`config.mk`:
```
export PLATFORM = sky130hd
export DESIGN_NAME = accel_double_click_detector_top
export DESIGN_NICKNAME = d
export VERILOG_FILES = /design/src/hdl/adcd_pkg.sv /design/src/hdl/adcd_front.sv /design/src/hdl/adcd_fifo.sv /design/src/hdl/adcd_back.sv /design/src/hdl/accel_double_click_detector_top.sv
export SDC_FILE = /design/constraint.sdc
export NUM_CORES = 2
export LEC_CHECK = 0
export BUFFER_PORTS_ARGS = -buffer_cell sky130_fd_sc_hd__buf_2
export CAP_MARGIN = 0
export CORE_MARGIN = 1.5
export CORE_UTILIZATION = 28
export CTS_CLUSTER_SIZE = 30
export DETAILED_ROUTE_END_ITERATION = 16
export REMOVE_ABC_BUFFERS = 1
export SLEW_MARGIN = 15
export SYNTH_ARGS = -nofsm -noshare
export SYNTH_HDL_FRONTEND = slang
export SYNTH_SLANG_ARGS = --single-unit
```
`constraint.sdc`:
```
create_clock -name i_clk -period 9.1 [get_ports i_clk]
set_input_delay 0.91 -clock i_clk [delete_from_list [all_inputs] [get_ports i_clk]]
set_output_delay 0.91 -clock i_clk [all_outputs]
set_load 0.005 [all_outputs]
```
`src/hdl/adcd_pkg.sv`:
```
// Package for the accelerometer double-click detector.
// Types, click codes, register indexes and reset values; no dependencies.
package adcd_pkg;

    localparam int unsigned ACCEL_W  = 16;
    localparam int unsigned TIME_W   = 32;
    localparam int unsigned CFG_W    = 16;
    localparam int unsigned CFG_IDX_W = 2;
    localparam int unsigned KIND_W   = 2;
    localparam int unsigned SQ_W     = 31;
    localparam int unsigned ENERGY_W = 32;

    localparam logic [KIND_W-1:0] KIND_NONE   = 2'd0;
    localparam logic [KIND_W-1:0] KIND_SINGLE = 2'd1;
    localparam logic [KIND_W-1:0] KIND_DOUBLE = 2'd2;

    localparam logic [CFG_IDX_W-1:0] CFG_HIT_THRESHOLD    = 2'd0;
    localparam logic [CFG_IDX_W-1:0] CFG_DEBOUNCE_MS      = 2'd1;
    localparam logic [CFG_IDX_W-1:0] CFG_DOUBLE_WINDOW_MS = 2'd2;

    localparam logic [CFG_W-1:0] RST_HIT_THRESHOLD    = 16'd40000;
    localparam logic [CFG_W-1:0] RST_DEBOUNCE_MS      = 16'd50;
    localparam logic [CFG_W-1:0] RST_DOUBLE_WINDOW_MS = 16'd300;

    typedef struct packed {
        logic              hit;
        logic [TIME_W-1:0] now_ms;
    } t_event;

endpackage

```
`src/hdl/adcd_front.sv`:
```
// Front end: squares the sample, compares energy to threshold squared.
// Emits one classified event per sample; uses adcd_pkg.
module adcd_front (
    input  logic                                  i_clk,
    input  logic                                  i_rst_n,
    input  logic                                  i_valid,
    output logic                                  o_stall,
    input  logic signed [adcd_pkg::ACCEL_W-1:0]   i_accel_x,
    input  logic signed [adcd_pkg::ACCEL_W-1:0]   i_accel_y,
    input  logic signed [adcd_pkg::ACCEL_W-1:0]   i_accel_z,
    input  logic        [adcd_pkg::TIME_W-1:0]    i_now_ms,
    input  logic        [adcd_pkg::CFG_W-1:0]     i_hit_threshold,
    output logic                                  o_push,
    output adcd_pkg::t_event                      o_event,
    input  logic                                  i_full
);

    logic                               r_valid;
    logic [adcd_pkg::SQ_W-1:0]          r_sq_x, r_sq_y, r_sq_z;
    logic [adcd_pkg::ENERGY_W-1:0]      r_limit;
    logic [adcd_pkg::TIME_W-1:0]        r_now_ms;
    logic signed [2*adcd_pkg::ACCEL_W-1:0] ext_x, ext_y, ext_z;
    logic signed [2*adcd_pkg::ACCEL_W-1:0] sq_x, sq_y, sq_z;
    logic [adcd_pkg::ENERGY_W-1:0]      thr_ext;
    logic [adcd_pkg::ENERGY_W-1:0]      energy;
    logic                               advance;
    logic                               accept;

    assign advance = !r_valid || !i_full;
    assign o_stall = !advance;
    assign accept  = i_valid && advance;
    assign o_push  = r_valid && !i_full;

    assign ext_x = {{adcd_pkg::ACCEL_W{i_accel_x[adcd_pkg::ACCEL_W-1]}}, i_accel_x};
    assign ext_y = {{adcd_pkg::ACCEL_W{i_accel_y[adcd_pkg::ACCEL_W-1]}}, i_accel_y};
    assign ext_z = {{adcd_pkg::ACCEL_W{i_accel_z[adcd_pkg::ACCEL_W-1]}}, i_accel_z};
    assign thr_ext = {{(adcd_pkg::ENERGY_W-adcd_pkg::CFG_W){1'b0}}, i_hit_threshold};

    assign sq_x = ext_x * ext_x;
    assign sq_y = ext_y * ext_y;
    assign sq_z = ext_z * ext_z;

    assign energy = {1'b0, r_sq_x} + {1'b0, r_sq_y} + {1'b0, r_sq_z};

    assign o_event.hit    = energy > r_limit;
    assign o_event.now_ms = r_now_ms;

    always_ff @(posedge i_clk) begin
        if (!i_rst_n) begin
            r_valid <= 1'b0;
        end else if (advance) begin
            r_valid <= i_valid;
        end
    end

    always_ff @(posedge i_clk) begin
        if (accept) begin
            r_sq_x   <= sq_x[adcd_pkg::SQ_W-1:0];
            r_sq_y   <= sq_y[adcd_pkg::SQ_W-1:0];
            r_sq_z   <= sq_z[adcd_pkg::SQ_W-1:0];
            r_limit  <= thr_ext * thr_ext;
            r_now_ms <= i_now_ms;
        end
    end

endmodule

```
`src/hdl/adcd_fifo.sv`:
```
// Short event queue between front and back ends.
// Register array with head/tail pointers and a fill count; uses adcd_pkg.
module adcd_fifo #(
    parameter int unsigned DEPTH = 4
) (
    input  logic             i_clk,
    input  logic             i_rst_n,
    input  logic             i_push,
    input  adcd_pkg::t_event i_event,
    output logic             o_full,
    input  logic             i_pop,
    output logic             o_empty,
    output adcd_pkg::t_event o_event
);

    localparam int unsigned PTR_W = (DEPTH > 1) ? $clog2(DEPTH) : 1;
    localparam int unsigned CNT_W = $clog2(DEPTH + 1);
    localparam logic [PTR_W-1:0] LAST = PTR_W'(DEPTH - 1);
    localparam logic [CNT_W-1:0] FULL = CNT_W'(DEPTH);

    adcd_pkg::t_event r_mem [DEPTH];
    logic [PTR_W-1:0] r_wr_ptr, r_rd_ptr;
    logic [CNT_W-1:0] r_count;
    logic             do_push, do_pop;

    assign o_full  = r_count == FULL;
    assign o_empty = r_count == '0;
    assign do_push = i_push && !o_full;
    assign do_pop  = i_pop && !o_empty;
    assign o_event = r_mem[r_rd_ptr];

    always_ff @(posedge i_clk) begin
        if (!i_rst_n) begin
            r_wr_ptr <= '0;
            r_rd_ptr <= '0;
            r_count  <= '0;
        end else begin
            if (do_push) begin
                r_wr_ptr <= (r_wr_ptr == LAST) ? '0 : r_wr_ptr + 1'b1;
            end
            if (do_pop) begin
                r_rd_ptr <= (r_rd_ptr == LAST) ? '0 : r_rd_ptr + 1'b1;
            end
            if (do_push && !do_pop) begin
                r_count <= r_count + 1'b1;
            end else if (do_pop && !do_push) begin
                r_count <= r_count - 1'b1;
            end
        end
    end

    always_ff @(posedge i_clk) begin
        if (do_push) begin
            r_mem[r_wr_ptr] <= i_event;
        end
    end

endmodule

```
`src/hdl/adcd_back.sv`:
```
// Back end: debounce, arm/window tracking and click reporting.
// Pops one event per cycle into the output register unless the queue is empty or the output stalls; uses adcd_pkg.
module adcd_back (
    input  logic                                i_clk,
    input  logic                                i_rst_n,
    input  logic                                i_empty,
    input  adcd_pkg::t_event                    i_event,
    output logic                                o_pop,
    input  logic [adcd_pkg::CFG_W-1:0]          i_debounce_ms,
    input  logic [adcd_pkg::CFG_W-1:0]          i_double_window_ms,
    output logic                                o_valid,
    input  logic                                i_stall,
    output logic [adcd_pkg::KIND_W-1:0]         o_click_kind
);

    logic [adcd_pkg::TIME_W-1:0] r_last_hit_ms, n_last_hit_ms;
    logic [adcd_pkg::TIME_W-1:0] r_first_hit_ms, n_first_hit_ms;
    logic                        r_armed, n_armed;
    logic                        r_valid;
    logic [adcd_pkg::KIND_W-1:0] r_kind, n_kind;
    logic [adcd_pkg::TIME_W-1:0] since_last, since_first;
    logic                        counted, in_window;

    assign o_pop        = !i_empty && (!r_valid || !i_stall);
    assign o_valid      = r_valid;
    assign o_click_kind = r_kind;

    assign since_last  = i_event.now_ms - r_last_hit_ms;
    assign since_first = i_event.now_ms - r_first_hit_ms;
    assign counted     = i_event.hit &&
                         (since_last > {{(adcd_pkg::TIME_W-adcd_pkg::CFG_W){1'b0}}, i_debounce_ms});
    assign in_window   = since_first <=
                         {{(adcd_pkg::TIME_W-adcd_pkg::CFG_W){1'b0}}, i_double_window_ms};

    always_comb begin
        n_last_hit_ms  = r_last_hit_ms;
        n_first_hit_ms = r_first_hit_ms;
        n_armed        = r_armed;
        n_kind         = adcd_pkg::KIND_NONE;
        if (counted) begin
            n_last_hit_ms = i_event.now_ms;
            if (!r_armed) begin
                n_armed        = 1'b1;
                n_first_hit_ms = i_event.now_ms;
            end else if (in_window) begin
                n_armed = 1'b0;
                n_kind  = adcd_pkg::KIND_DOUBLE;
            end
        end
        // timeout only applies to an arm taken before this event
        if (r_armed && n_armed && !in_window) begin
            n_armed = 1'b0;
            n_kind  = adcd_pkg::KIND_SINGLE;
        end
    end

    always_ff @(posedge i_clk) begin
        if (!i_rst_n) begin
            r_valid        <= 1'b0;
            r_armed        <= 1'b0;
            r_last_hit_ms  <= '0;
            r_first_hit_ms <= '0;
        end else begin
            if (o_pop) begin
                r_valid        <= 1'b1;
                r_armed        <= n_armed;
                r_last_hit_ms  <= n_last_hit_ms;
                r_first_hit_ms <= n_first_hit_ms;
            end else if (!i_stall) begin
                r_valid <= 1'b0;
            end
        end
    end

    always_ff @(posedge i_clk) begin
        if (o_pop) begin
            r_kind <= n_kind;
        end
    end

endmodule

```
`src/hdl/accel_double_click_detector_top.sv`:
```
// Top level of the accelerometer double-click detector.
// Holds the configuration registers; instantiates adcd_front, adcd_fifo, adcd_back.
//
//  channel  | direction | handshake              | payload
//  ---------+-----------+------------------------+----------------------------------
//  sample   | in        | i_valid / o_stall      | i_accel_x/y/z, i_now_ms
//  click    | out       | o_valid / i_stall      | o_click_kind
//  config   | in        | i_cfg_we (no wait)     | i_cfg_index, i_cfg_wdata
//
// One sample per cycle sustained while o_stall is low; o_valid rises once an accepted sample
// has passed the square register, the queue entry and the output register.
// The back-end state update is a registered loop over the event queue head.
// Synchronous active-low reset clears state and loads default thresholds.
// Output stalls fill the DEPTH-entry queue before o_stall rises.
module accel_double_click_detector_top #(
    parameter int unsigned DEPTH = 4
) (
    input  logic                                  i_clk,
    input  logic                                  i_rst_n,
    input  logic                                  i_valid,
    output logic                                  o_stall,
    input  logic signed [adcd_pkg::ACCEL_W-1:0]   i_accel_x,
    input  logic signed [adcd_pkg::ACCEL_W-1:0]   i_accel_y,
    input  logic signed [adcd_pkg::ACCEL_W-1:0]   i_accel_z,
    input  logic        [adcd_pkg::TIME_W-1:0]    i_now_ms,
    output logic                                  o_valid,
    input  logic                                  i_stall,
    output logic        [adcd_pkg::KIND_W-1:0]    o_click_kind,
    input  logic                                  i_cfg_we,
    input  logic        [adcd_pkg::CFG_IDX_W-1:0] i_cfg_index,
    input  logic        [adcd_pkg::CFG_W-1:0]     i_cfg_wdata
);

    logic [adcd_pkg::CFG_W-1:0] r_hit_threshold;
    logic [adcd_pkg::CFG_W-1:0] r_debounce_ms;
    logic [adcd_pkg::CFG_W-1:0] r_double_window_ms;

    logic             push, pop, full, empty;
    adcd_pkg::t_event push_event, pop_event;

    always_ff @(posedge i_clk) begin
        if (!i_rst_n) begin
            r_hit_threshold    <= adcd_pkg::RST_HIT_THRESHOLD;
            r_debounce_ms      <= adcd_pkg::RST_DEBOUNCE_MS;
            r_double_window_ms <= adcd_pkg::RST_DOUBLE_WINDOW_MS;
        end else if (i_cfg_we) begin
            unique case (i_cfg_index)
                adcd_pkg::CFG_HIT_THRESHOLD:    r_hit_threshold    <= i_cfg_wdata;
                adcd_pkg::CFG_DEBOUNCE_MS:      r_debounce_ms      <= i_cfg_wdata;
                adcd_pkg::CFG_DOUBLE_WINDOW_MS: r_double_window_ms <= i_cfg_wdata;
                default: ;
            endcase
        end
    end

    adcd_front u_front (
        .i_clk           (i_clk),
        .i_rst_n         (i_rst_n),
        .i_valid         (i_valid),
        .o_stall         (o_stall),
        .i_accel_x       (i_accel_x),
        .i_accel_y       (i_accel_y),
        .i_accel_z       (i_accel_z),
        .i_now_ms        (i_now_ms),
        .i_hit_threshold (r_hit_threshold),
        .o_push          (push),
        .o_event         (push_event),
        .i_full          (full)
    );

    adcd_fifo #(
        .DEPTH (DEPTH)
    ) u_fifo (
        .i_clk   (i_clk),
        .i_rst_n (i_rst_n),
        .i_push  (push),
        .i_event (push_event),
        .o_full  (full),
        .i_pop   (pop),
        .o_empty (empty),
        .o_event (pop_event)
    );

    adcd_back u_back (
        .i_clk              (i_clk),
        .i_rst_n            (i_rst_n),
        .i_empty            (empty),
        .i_event            (pop_event),
        .o_pop              (pop),
        .i_debounce_ms      (r_debounce_ms),
        .i_double_window_ms (r_double_window_ms),
        .o_valid            (o_valid),
        .i_stall            (i_stall),
        .o_click_kind       (o_click_kind)
    );

endmodule
```
==> impl_metrics.json <==
{
  "outcome": "complete, no violations",
  "wl_per_cell_um": 15.5,
  "path_max_fanout": 10,
  "rsz0062_at_grt": "false",
  "synth_warnings": 0,
  "numCtsBuffers": 45,
  "n_antenna_cell": 0,
  "avgSynthCellArea_um2": 9.87,
  "max_freq_mhz": 136,
  "synth.most_common_cell": "inv_1",
  "syn2layout_area_growth_pct": 8.73,
  "syn-cell-area_um2": 54200,
  "worst-r2r-cell-count": 21,
  "synthTopCellsByArea": "fa_1, edfxtp_1, ha_1",
  "r2r-end": "u_back.r_armed$_SDFFE_PN0P_",
  "drc": 0,
  "rows": 161,
  "critical_path_class": "in -> reg",
  "r2r_setup_slack_ns": 2.05,
  "yosys.area.top_type_share": 0.327,
  "track_usage": 0.129,
  "grt_remaining_overflow": 0,
  "min_period_ns": 7.34,
  "cts.htree.levels": 2,
  "core-area_um2": 192000,
  "hold_buffers": 0,
  "routabilityCongestion": 0.873,
  "vias": 36300,
  "clk_pin_slew_worst_paths_ns": 0.06,
  "io_pins": 107,
  "synthFlopType": "edfxtp_1",
  "ys_ff_latch": 411,
  "skew_ns": 0.0434,
  "tns_ns": 0,
  "synth_edf_count": 287,
  "max_slew_margin": 0.242,
  "routed_via_density": 4.50,
  "die-area_um2": 196000,
  "wl_mm": 125,
  "cts_resized": 0,
  "final_nets": 7006,
  "yosysUniqueCellTypes": 80,
  "drt-initial-drc-count": 1964,
  "cp.arrival_ns": 7.65,
  "cts_setup_buffers": 0,
  "finalHoldViolations": 0,
  "yosysSeqAreaShare": 0.205,
  "root_buffer": "clkbuf_16",
  "hold_depth": 2,
  "synth_top_cells_by_count": "inv_1, fa_1, nand2_1",
  "clock-sinks": 411,
  "detail-route-antenna-nets": 0,
  "finalMaxSlewViolations": 0,
  "crit_required_ns": 9.41,
  "drive_above_1_share": 0.0493,
  "holdPathEnd": "r_debounce_ms[10]$_SDFFE_PN0P_",
  "placement.io_buffers": 106,
  "cts_tree": "done",
  "fp.dieW_um": 443,
  "timing.final.crit_share": 0.807,
  "dr.pass1.iters": 5,
  "hold_path_class": "reg -> reg",
  "cap_viol_max_count": 0,
  "endpoint_kind": "register",
  "grt_max_degree": 154,
  "ys_async_sr_fraction": 0,
  "start_kind": "primary input",
  "start_util": 0.282,
  "clk_latency_ns": 0.61,
  "grt_pass1_wl_mm": 205,
  "dpl.hpwl_mm": 104,
  "worst_slew_pin_slew_ns": 1.13,
  "hp-start": "r_debounce_ms[10]$_SDFFE_PN0P_",
  "setup_viol": 0,
  "postSynthCellCount": 5491,
  "grt_pass1_vias": 39000,
  "clock_path_buffers": 3,
  "die_y_um": 443,
  "yosys.area.top_type": "fa_1",
  "antenna_found_initial": 2
}
[flip-flops by register name (all words and copies together), names as in the netlist, named ones only]
name / count
u_fifo.r_rd_ptr: 2
u_back.r_first_hit_ms: 32
u_front.r_sq_z: 30
u_front.r_valid: 1
u_front.r_now_ms: 32
r_double_window_ms: 16
u_front.r_sq_y: 30
u_back.r_armed: 1
u_front.r_limit: 31
u_front.r_sq_x: 30
u_fifo.r_count: 3
r_debounce_ms: 16
u_back.o_click_kind: 2
u_back.o_valid: 1
r_hit_threshold: 16
u_fifo.r_wr_ptr: 2
u_back.r_last_hit_ms: 32
u_fifo.r_mem: 132
[layout by cell type (no fill, tap or decap), drive strengths merged, types with 9 or more instances in the layout]
cell type	instances
a211o	9
a211oi	12
a21boi	11
a21o	100
a21oi	191
a31o	9
a31oi	27
and2	157
and3	32
buf	111
clkbuf	60
clkinv	19
dfxtp	124
edfxtp	287
fa	885
ha	515
inv	1336
mux2i	74
mux4	33
nand2	561
nand2b	29
nand3	53
nand4	30
nor2	223
nor2b	32
nor3	44
o211ai	27
o21a	32
o21ai	87
o21bai	20
or2	21
or3	13
xnor2	175
xor2	63
[cell type report]
| type | count | area [um^2] |
|---|---|---|
| fillers | 19900 | 133000 |
| multi-input cells | 3596 | 37600 |
| flip-flops and latches | 411 | 11100 |
| inverters | 1338 | 5020 |
| well taps | 2526 | 3160 |
| clock buffers | 60 | 1260 |
| repair buffers | 111 | 583 |
| clock inverters | 22 | 267 |
[routing by layer]
layer | GRT usage | up-vias | share of wire
met5 | 0 | - | 0.000056
met4 | 0.0196 | 2 | 0.015
met3 | 0.0126 | 108 | 0.037
met2 | 0.229 | 618 | 0.50
met1 | 0.171 | 18300 | 0.45
li1 | - | 17200 | -
[through the flow]
step            util  std cells  hold WS, ns  cell area, um^2  worst slack [ns]
6_report       0.306       8064        0.457            59000              1.76
5_1_grt        0.306       8064        0.447            59000              1.47
4_1_cts        0.306       8064        0.427            59000              1.93
3_5_place_dp   0.298       7982        0.446            57400              1.34
3_3_place_gp   0.298       7982        0.445            57400              1.43
2_1_floorplan      -       5345        0.435            53700             0.888
[how the worst max path moves through the flow]
| stage | start | to | slack [ns] | cells after the start |
|---|---|---|---|---|
| after floorplan | i_valid | u_front.r_limit[0]$_DFFE_PP_ | 0.89 | 1 |
| after global placement | i_accel_y[12] | u_front.r_sq_y[29]$_DFFE_PP_ | 1.43 | 24 |
| after detailed placement | i_accel_y[12] | u_front.r_sq_y[29]$_DFFE_PP_ | 1.34 | 24 |
| after CTS | i_accel_y[12] | u_front.r_sq_y[29]$_DFFE_PP_ | 1.93 | 24 |
| after global routing | i_accel_y[12] | u_front.r_sq_y[29]$_DFFE_PP_ | 1.47 | 24 |
| final | i_accel_y[12] | u_front.r_sq_y[29]$_DFFE_PP_ | 1.76 | 24 |
[kinds of logic after synthesis]
| kind of cell | count (synthesis) | share of synthesized area |
|---|---|---|
| buf+inv | 1485 | 0.103 |
| fa+ha+maj | 1400 | 0.446 |
| simple gates | 1231 | 0.105 |
| compound gates | 612 | 0.0749 |
| flops | 411 | 0.205 |
| xor+xnor | 238 | 0.0384 |
| mux | 112 | 0.0284 |
| other cells | 2 | 0.000139 |
[critical path, stage by stage]
cell and delay (ns):
buf_2 0.24, clkinv_1 0.40, nor2_1 0.32, ha_1 0.30, xor2_1 0.19, fa_1 0.51
fa_1 0.51, inv_1 0.06, fa_1 0.50, fa_1 0.49, inv_1 0.05, fa_1 0.47
inv_1 0.04, ha_1 0.33, and3_1 0.21, and3_1 0.18, o211ai_1 0.14, nand2_1 0.13
o311ai_0 0.47, nand3_1 0.18, or4_1 0.46, a31oi_1 0.25, o21ai_0 0.13, xor2_1 0.17
Power is not shown: default switching activity piles up to over one toggle a cycle in this logic, so the estimate is an artifact.
